==> src/sv/acm_pkg.sv <==
`default_nettype none
package acm_pkg;

  // fixed field widths
  localparam int unsigned DATA_W  = 32;
  localparam int unsigned ADDR_W  = 16;
  localparam int unsigned LEN_W   = 16;
  localparam int unsigned PADDR_W = 3;

  // apb register index
  localparam logic REG_PROGRAM_LENGTH = 1'b0;

  typedef enum logic [3:0] {
    OP_LDAA     = 4'd0,
    OP_LDAZ     = 4'd1,
    OP_LOAD     = 4'd2,
    OP_ADDZ     = 4'd3,
    OP_ADDA     = 4'd4,
    OP_MULZ     = 4'd5,
    OP_MULA     = 4'd6,
    OP_WRA      = 4'd7,
    OP_JMP      = 4'd8,
    OP_JIZ      = 4'd9,
    OP_JNZ      = 4'd10,
    OP_DISPA    = 4'd11,
    OP_STOP     = 4'd12,
    OP_TESTSTOP = 4'd13
  } op_e;

  typedef enum logic [2:0] {
    ST_RUN     = 3'd0,
    ST_LEFT    = 3'd1,
    ST_STOP    = 3'd2,
    ST_TSTOP   = 3'd3,
    ST_UNKNOWN = 3'd4,
    ST_OVER    = 3'd5,
    ST_NEG     = 3'd6
  } status_e;

  // request from the execute logic to the data memory
  typedef struct packed {
    logic              rd_en;
    logic [ADDR_W-1:0] rd_addr;
    logic              wr_en;
    logic [ADDR_W-1:0] wr_addr;
    logic [DATA_W-1:0] wr_data;
  } mem_req_t;

  // memory answer, read data valid in the cycle after rd_en
  typedef struct packed {
    logic              busy;
    logic              word_valid;
    logic [DATA_W-1:0] word;
  } mem_rsp_t;

endpackage
`default_nettype wire

==> src/sv/acm_in_if.sv <==
`default_nettype none
interface acm_in_if;
  logic               valid;
  logic               ready;
  logic [3:0]         operation;
  logic signed [31:0] operand;

  modport source (output valid, operation, operand, input ready);
  modport sink   (input valid, operation, operand, output ready);
endinterface
`default_nettype wire

==> src/sv/acm_out_if.sv <==
`default_nettype none
interface acm_out_if;
  logic               valid;
  logic               ready;
  logic [2:0]         status;
  logic signed [31:0] next_counter;
  logic signed [31:0] accumulator_value;
  logic               display_valid;

  modport source (output valid, status, next_counter, accumulator_value, display_valid,
                  input ready);
  modport sink   (input valid, status, next_counter, accumulator_value, display_valid,
                  output ready);
endinterface
`default_nettype wire

==> src/sv/acm_exec.sv <==
`default_nettype none
module acm_exec import acm_pkg::*; #(
  parameter int unsigned MAX_ADDRESS = 1000
) (
  input  wire logic             clk_i,
  input  wire logic             rst_ni,
  acm_in_if.sink                in_i,
  acm_out_if.source             out_o,
  input  wire logic [LEN_W-1:0] len_i,
  output mem_req_t              mem_req_o,
  input  wire mem_rsp_t         mem_rsp_i
);

  // architectural state
  logic [DATA_W-1:0] acc_q, pc_q;
  logic              halted_q;
  status_e           reason_q;

  // execute stage
  logic              e_valid_q;
  op_e               e_op_q;
  logic [DATA_W-1:0] e_arg_q;
  logic              e_ok_q;
  logic              e_neg_q;

  // output register
  logic              out_valid_q;
  status_e           out_status_q;
  logic [DATA_W-1:0] out_pc_q, out_acc_q;
  logic              out_disp_q;

  logic              accept, e_fire;
  logic [DATA_W-1:0] raddr;
  logic              raddr_neg, raddr_over;

  logic [DATA_W-1:0] len32, rd_word, opnd_b, sum, prod, acc_d, pc_d;
  status_e           st;
  logic              disp, adv, wr;

  // accept side: address of the read is fixed here
  assign in_i.ready = !e_valid_q && !mem_rsp_i.busy;
  assign accept     = in_i.valid && in_i.ready;
  assign raddr      = (op_e'(in_i.operation) == OP_LOAD) ? acc_q : DATA_W'(in_i.operand);
  assign raddr_neg  = raddr[DATA_W-1];
  assign raddr_over = !raddr_neg && (raddr > DATA_W'(MAX_ADDRESS));

  assign e_fire = e_valid_q && (!out_valid_q || out_o.ready);

  always_ff @(posedge clk_i or negedge rst_ni) begin
    if (!rst_ni) begin
      e_valid_q <= 1'b0;
    end else if (accept) begin
      e_valid_q <= 1'b1;
    end else if (e_fire) begin
      e_valid_q <= 1'b0;
    end
  end

  always_ff @(posedge clk_i) begin
    if (accept) begin
      e_op_q  <= op_e'(in_i.operation);
      e_arg_q <= DATA_W'(in_i.operand);
      e_ok_q  <= !raddr_neg && !raddr_over;
      e_neg_q <= raddr_neg;
    end
  end

  // execute: read data from memory, update accumulator and counter
  assign len32   = DATA_W'(len_i);
  assign rd_word = (e_ok_q && mem_rsp_i.word_valid) ? mem_rsp_i.word : '0;
  assign opnd_b  = (e_op_q == OP_ADDZ || e_op_q == OP_MULZ) ? e_arg_q : rd_word;
  assign sum     = acc_q + opnd_b;
  assign prod    = acc_q * opnd_b;

  always_comb begin
    acc_d = acc_q;
    pc_d  = pc_q;
    st    = ST_RUN;
    disp  = 1'b0;
    adv   = 1'b1;
    wr    = 1'b0;
    if (halted_q) begin
      st = reason_q;
    end else if (!(pc_q < len32)) begin
      st = ST_LEFT;
    end else begin
      case (e_op_q)
        OP_LDAA, OP_LOAD: acc_d = rd_word;
        OP_LDAZ:          acc_d = e_arg_q;
        OP_ADDZ, OP_ADDA: acc_d = sum;
        OP_MULZ, OP_MULA: acc_d = prod;
        OP_WRA: begin
          if (e_neg_q) begin
            st  = ST_NEG;
            adv = 1'b0;
          end else if (!e_ok_q) begin
            st  = ST_OVER;
            adv = 1'b0;
          end else begin
            wr = 1'b1;
          end
        end
        OP_JMP:      pc_d = e_arg_q;
        OP_JIZ:      if (acc_q == '0) pc_d = e_arg_q;
        OP_JNZ:      if (acc_q != '0) pc_d = e_arg_q;
        OP_DISPA:    disp = 1'b1;
        OP_STOP: begin
          st  = ST_STOP;
          adv = 1'b0;
        end
        OP_TESTSTOP: st = ST_TSTOP;
        default: begin
          st  = ST_UNKNOWN;
          adv = 1'b0;
        end
      endcase
      // counter steps when the instruction left it where it was, except on stop, unknown opcode or a failed write
      if (adv && pc_d == pc_q) begin
        pc_d = pc_q + 1'b1;
      end
      if (st == ST_RUN && !(pc_d < len32)) begin
        st = ST_LEFT;
      end
    end
  end

  // state write back
  always_ff @(posedge clk_i or negedge rst_ni) begin
    if (!rst_ni) begin
      acc_q    <= '0;
      pc_q     <= '0;
      halted_q <= 1'b0;
      reason_q <= ST_RUN;
    end else if (e_fire) begin
      acc_q <= acc_d;
      pc_q  <= pc_d;
      if (st != ST_RUN) begin
        halted_q <= 1'b1;
        reason_q <= st;
      end
    end
  end

  // memory port
  assign mem_req_o.rd_en   = accept;
  assign mem_req_o.rd_addr = raddr[ADDR_W-1:0];
  assign mem_req_o.wr_en   = e_fire && wr;
  assign mem_req_o.wr_addr = e_arg_q[ADDR_W-1:0];
  assign mem_req_o.wr_data = acc_q;

  // result beat register
  always_ff @(posedge clk_i or negedge rst_ni) begin
    if (!rst_ni) begin
      out_valid_q <= 1'b0;
    end else if (e_fire) begin
      out_valid_q <= 1'b1;
    end else if (out_o.ready) begin
      out_valid_q <= 1'b0;
    end
  end

  always_ff @(posedge clk_i) begin
    if (e_fire) begin
      out_status_q <= st;
      out_pc_q     <= pc_d;
      out_acc_q    <= acc_d;
      out_disp_q   <= disp;
    end
  end

  assign out_o.valid             = out_valid_q;
  assign out_o.status            = out_status_q;
  assign out_o.next_counter      = out_pc_q;
  assign out_o.accumulator_value = out_acc_q;
  assign out_o.display_valid     = out_disp_q;

`ifndef ASSERT_OFF
  a_halt_sticky: assert property (@(posedge clk_i) disable iff (!rst_ni)
    halted_q |=> halted_q)
    else $error("halt flag dropped");

  a_halt_frozen: assert property (@(posedge clk_i) disable iff (!rst_ni)
    halted_q |=> ($stable(acc_q) && $stable(pc_q)))
    else $error("state changed while halted");

  a_fire_drains: assert property (@(posedge clk_i) disable iff (!rst_ni)
    e_fire |=> !e_valid_q)
    else $error("execute stage not drained after fire");

  a_disp_status: assert property (@(posedge clk_i) disable iff (!rst_ni)
    (out_valid_q && out_disp_q) |-> (out_status_q == ST_RUN || out_status_q == ST_LEFT))
    else $error("display beat with halting status");
`endif

endmodule
`default_nettype wire
==> src/flat_wrapper.sv <==
// flat-port wrapper written by rule: the top's interface ports become plain ports
module acm_exec_flat import acm_pkg::*;
#(
  parameter int unsigned MAX_ADDRESS = 1000
)
  (clk_i, rst_ni, len_i, mem_req_o, mem_rsp_i, in_i_valid, in_i_operation, in_i_operand, in_i_ready, out_o_valid, out_o_status, out_o_next_counter, out_o_accumulator_value, out_o_display_valid, out_o_ready);
  acm_in_if in_i_i ();
  acm_out_if out_o_i ();
  input  wire logic clk_i;
  input  wire logic rst_ni;
  input  wire logic [LEN_W-1:0] len_i;
  output mem_req_t mem_req_o;
  input  wire mem_rsp_t mem_rsp_i;
  input wire logic [$bits(in_i_i.valid)-1:0] in_i_valid;
  input wire logic [$bits(in_i_i.operation)-1:0] in_i_operation;
  input wire logic [$bits(in_i_i.operand)-1:0] in_i_operand;
  output wire logic [$bits(in_i_i.ready)-1:0] in_i_ready;
  output wire logic [$bits(out_o_i.valid)-1:0] out_o_valid;
  output wire logic [$bits(out_o_i.status)-1:0] out_o_status;
  output wire logic [$bits(out_o_i.next_counter)-1:0] out_o_next_counter;
  output wire logic [$bits(out_o_i.accumulator_value)-1:0] out_o_accumulator_value;
  output wire logic [$bits(out_o_i.display_valid)-1:0] out_o_display_valid;
  input wire logic [$bits(out_o_i.ready)-1:0] out_o_ready;
  assign in_i_i.valid = in_i_valid;
  assign in_i_i.operation = in_i_operation;
  assign in_i_i.operand = in_i_operand;
  assign in_i_ready = in_i_i.ready;
  assign out_o_valid = out_o_i.valid;
  assign out_o_status = out_o_i.status;
  assign out_o_next_counter = out_o_i.next_counter;
  assign out_o_accumulator_value = out_o_i.accumulator_value;
  assign out_o_display_valid = out_o_i.display_valid;
  assign out_o_i.ready = out_o_ready;
  acm_exec #(.MAX_ADDRESS(MAX_ADDRESS)) u_core (.clk_i(clk_i), .rst_ni(rst_ni), .in_i(in_i_i), .out_o(out_o_i), .len_i(len_i), .mem_req_o(mem_req_o), .mem_rsp_i(mem_rsp_i));
endmodule
==> config.mk <==
export PLATFORM = sky130hd
export DESIGN_NAME = acm_exec_flat
export DESIGN_NICKNAME = d
export VERILOG_FILES = /design/src/sv/acm_pkg.sv /design/src/sv/acm_in_if.sv /design/src/sv/acm_out_if.sv /design/src/sv/acm_exec.sv /design/src/flat_wrapper.sv
export SDC_FILE = /design/constraint.sdc
export NUM_CORES = 2
export LEC_CHECK = 0
export BUFFER_PORTS_ARGS = -buffer_cell sky130_fd_sc_hd__buf_2
export CAP_MARGIN = 20
export CORE_ASPECT_RATIO = 1.2
export CORE_MARGIN = 4
export CORE_UTILIZATION = 45
export CTS_CLUSTER_SIZE = 12
export DETAILED_ROUTE_END_ITERATION = 10
export PLACE_DENSITY_LB_ADDON = 0.08
export SYNTH_ARGS = -nofsm -noshare
export SYNTH_HDL_FRONTEND = slang
export SYNTH_SLANG_ARGS = --single-unit
==> constraint.sdc <==
create_clock -name clk_i -period 13.7 [get_ports clk_i]
set_input_delay 2.74 -clock clk_i [delete_from_list [all_inputs] [get_ports clk_i]]
set_output_delay 2.74 -clock clk_i [all_outputs]
set_load 0.03 [all_outputs]
==> results by group <==
Detailed routing
  • Wire length per cell after detailed routing: 27.7 µm
  • Sum of routed wire length over all layers: 112000 µm
  • Count of TritonRoute iterations in the first routing pass: 5
  • DRC: 0
  • Detailed-route vias per instance: 5.91
  • Vias after detailed routing: 24000
  • DRC marker count from the first detailed-route iteration: 2126
  • Count of nets left with antenna violations after detail routing: 0

Die
  • Effective utilization at floorplan: 45.5%
  • Area of the die: 67000 µm²
  • Total core area: 62200 µm²
  • Ports placed on the boundary: 226
  • Number of cell rows: 100
  • Die span in x: 237 µm
  • Chip height: 283 µm

Setup path
  • Max Fanout on Critical Path: 31
  • Depth of the most critical reg-to-reg path: 31
  • Type of element launching the critical path: primary input
  • Family of cells with the greatest summed delay on the critical path: adder cells
  • Slack of the worst reg-to-reg path: 3.45 ns
  • Cell repeated most along the worst path: fa_1
  • Required time at the worst-slack endpoint: 13.92 ns
  • Worst EP arrival: 11.80 ns
  • Worst setup path category: primary input to flop
  • Endpoint of the lowest-slack register-to-register path: u_core.out_o.accumulator_value[31]
  • Reg-to-reg startpoint: u_core.e_op_q[0]
  • WP buf/inv: 5
  • Highest cell delay on the worst timing path: 0.84 ns
  • Cell count along the critical path: 30
  • Slowest-stage cell, CP: o21ai_2
  • Worst setup EP type: flop

Clock network
  • Number of cells upsized or downsized after cts: 0
  • Bufs on Longest Clock Path: 2
  • Number of buffers added for setup after CTS: 0
  • Root buffer selected by CTS: clkbuf_16
  • Clock-pin slew reported for the worst setup and hold paths after clock tree synthesis: 0.09 ns
  • TritonCTS clock tree: built
  • Clock buffer count from CTS: 17
  • H-tree levels: 4
  • Number of clock sinks seen by CTS: 176
  • Clock latency at the later pin of the worst-skew pair: 0.48 ns
  • Post-CTS Hold Buffers: 0

Synth
  • Biggest area consumer among synthesized cells: fa_1
  • Commonest cells post-synth: inv_1, fa_1, nand2_1
  • Proportion of synthesized flip-flops having asynchronous set or reset: 39.8%
  • Leading cell type by number of instances after synthesis: inv_1
  • Number of flip-flops and latches in the synthesized netlist: 176
  • Warning count from the yosys run: 0
  • Fraction of synthesized cell area taken by the top area cell type: 28.9%
  • Most used DFF post-synth: edfxtp_1
  • Distinct cells, synth: 83
  • Syn avg cell area: 9.05 µm²
  • Sequential-to-total area share from yosys stat: 17.4%
  • EDFF count, synth: 106
  • Count of mapped cells out of synthesis: 3129
  • Netlist area before placement: 28300 µm²
  • Mapped Nets: 3813
  • Main area contributors after synthesis: fa_1, edfxtp_1, ha_1

Min path
  • Class of the worst hold path: flop to flop
  • Number of cells traversed by the worst hold path: 1
  • Hold Path End: u_core.reason_q[0]
  • Start point of the worst min-delay path: u_core.reason_q[0]

STA
  • Final Hold Violating Endpoints: 0
  • Slew at the pin closest to its max-slew limit: 1.06 ns
  • Max Clock Freq: 86.4 MHz
  • Slew headroom: 27.8%
  • Aggregate negative setup slack: 0 ns
  • Time the worst path needs with I/O delays and setup: 11.58 ns
  • Final worst clock skew: 0.0203 ns
  • Final setup violating endpoints: 0
  • Fraction of the cycle the final worst path needs: 84.5%
  • Unrepaired setup endpoints after global routing: no
  • Number of pins with negative max-slew slack in the final report: 0

Flow run
  • Maximum Capacitance Violations: 0

Placed design
  • Area after detailed placement: 30100 µm²
  • Count of placed standard cells including taps: 4020
  • Port bufs: 225
  • Post-detailed-placement half-perimeter wirelength: 87200 µm
  • Final estimated routing congestion in global placement: 0.989

Cells and area
  • Final instance area: 30700 µm²
  • Number of nets in the finished design: 3907
  • Final-layout fill cell count: 5970
  • Utilization after layout: 49.4%
  • Combined area of the multi-input logic cells: 20800 µm²
  • Share of final-layout standard cells stronger than drive strength 1: 13.0%
  • Area growth from synthesis to layout: 8.58%
  • Register Area: 4930 µm²
  • Layout Cells excl Fill: 4058

Power
  • Power per unit of standard cell area: 44.1 nW/µm²
  • IR drop worst, VDD: 0.0000632 V
  • Leakage power: 14.9 nW

Global routing
  • All-Layer GR Usage: 33.4%
  • Total global routing overflow: 0
  • Antenna violations before repair: 11
  • Global-route wire length before repair: 167000 µm
  • Largest net degree at the start of global routing: 55
  • Vias in the first global route: 25000

Status
  • Status: complete, no violations
-- worst max-delay path by stage --
stage / startpoint / end / slack (ns)
floorplan: mem_rsp_i[32] / u_core.out_o.accumulator_value[31] / 2.73
global placement: mem_rsp_i[32] / u_core.out_o.accumulator_value[31] / 1.88
detailed placement: mem_rsp_i[32] / u_core.out_o.accumulator_value[31] / 1.66
CTS: mem_rsp_i[32] / u_core.out_o.accumulator_value[31] / 2.19
global route: mem_rsp_i[32] / u_core.out_o.accumulator_value[31] / 1.72
finish: mem_rsp_i[32] / u_core.out_o.accumulator_value[31] / 2.12
-- cells in the final DEF, fill, tap and decap left out, types with 13 or more instances in the layout --
cell type | netlist | final
inv_1 | 436 | 436
fa_1 | 409 | 409
nand2_1 | 404 | 404
and2_1 | 308 | 306
buf_2 | 12 | 224
ha_1 | 185 | 185
o21ai_0 | 139 | 128
edfxtp_1 | 106 | 106
a21oi_1 | 86 | 85
xnor2_1 | 74 | 74
buf_4 | 34 | 70
dfrtp_1 | 70 | 70
nand3_1 | 66 | 65
nor2_1 | 65 | 64
a21o_1 | 52 | 52
mux2_2 | 48 | 48
xor2_1 | 36 | 35
nand2b_1 | 30 | 30
a31oi_1 | 26 | 26
nor3_1 | 23 | 22
nor4_1 | 21 | 21
nor2b_1 | 22 | 21
o21a_1 | 20 | 20
a32oi_1 | 20 | 20
and3_1 | 19 | 19
nand4_1 | 17 | 17
o21bai_1 | 17 | 17
clkbuf_16 | 0 | 17
a221oi_1 | 13 | 13
-- final cells by class --
type	count	share of cell area (%)
clock inverter	15	0.623
timing repair buffer	296	5.44
multi-input combinational	2294	67.8
sequential	176	16.1
tap	816	3.32
clock buffer	17	1.38
antenna	6	0.0489
inverter	438	5.36
-- sequential cells by signal, summed over array words and instances (netlist names) --
register	flops
u_core.acc_q	32
u_core.e_op_q	4
u_core.out_o.next_counter	32
u_core.reason_q	3
u_core.pc_q	32
u_core.out_o.display_valid	1
u_core.e_neg_q	1
u_core.halted_q	1
u_core.out_o.accumulator_value	32
u_core.e_ok_q	1
u_core.out_o.status	3
u_core.e_valid_q	1
u_core.out_o.valid	1
u_core.e_arg_q	32
-- cells by family after synthesis --
logic type      after synthesis  synth area share (%)
compound gates              500                  11.7
flops                       176                  17.4
xor+xnor                    116                  3.88
buf+inv                     659                  9.28
simple gates               1028                  18.4
fa+ha+maj                   594                  37.1
mux                          56                  2.19
-- where the power goes --
group	total, mW	leakage (nW)	switching, mW	internal [mW]
sequential	0.598	1.99	0.0194	0.578
clock	0.518	0.296	0.271	0.248
combinational	0.240	12.6	0.178	0.0623
-- metal layers --
metal	GRT usage [%]	routed length (µm)	vias up
met1	42.0	44300	12300
met4	15.8	6250	6
met5	0	34	-
li1	-	-	10400
met2	57.7	54400	1073
met3	4.26	7430	272
-- metrics by stage --
| step | hold WS, ns | setup slack (ns) | total power [mW] |
|---|---|---|---|
| 6_report | 0.514 | 2.12 | 1.36 |
| 5_1_grt | 0.540 | 1.72 | 1.40 |
| 4_1_cts | 0.506 | 2.19 | 1.37 |
| 3_5_place_dp | 0.480 | 1.66 | 0.845 |
| 3_3_place_gp | 0.483 | 1.88 | 0.842 |
| 2_1_floorplan | 0.457 | 2.73 | 0.734 |
Power figures use the tool's default switching activity.
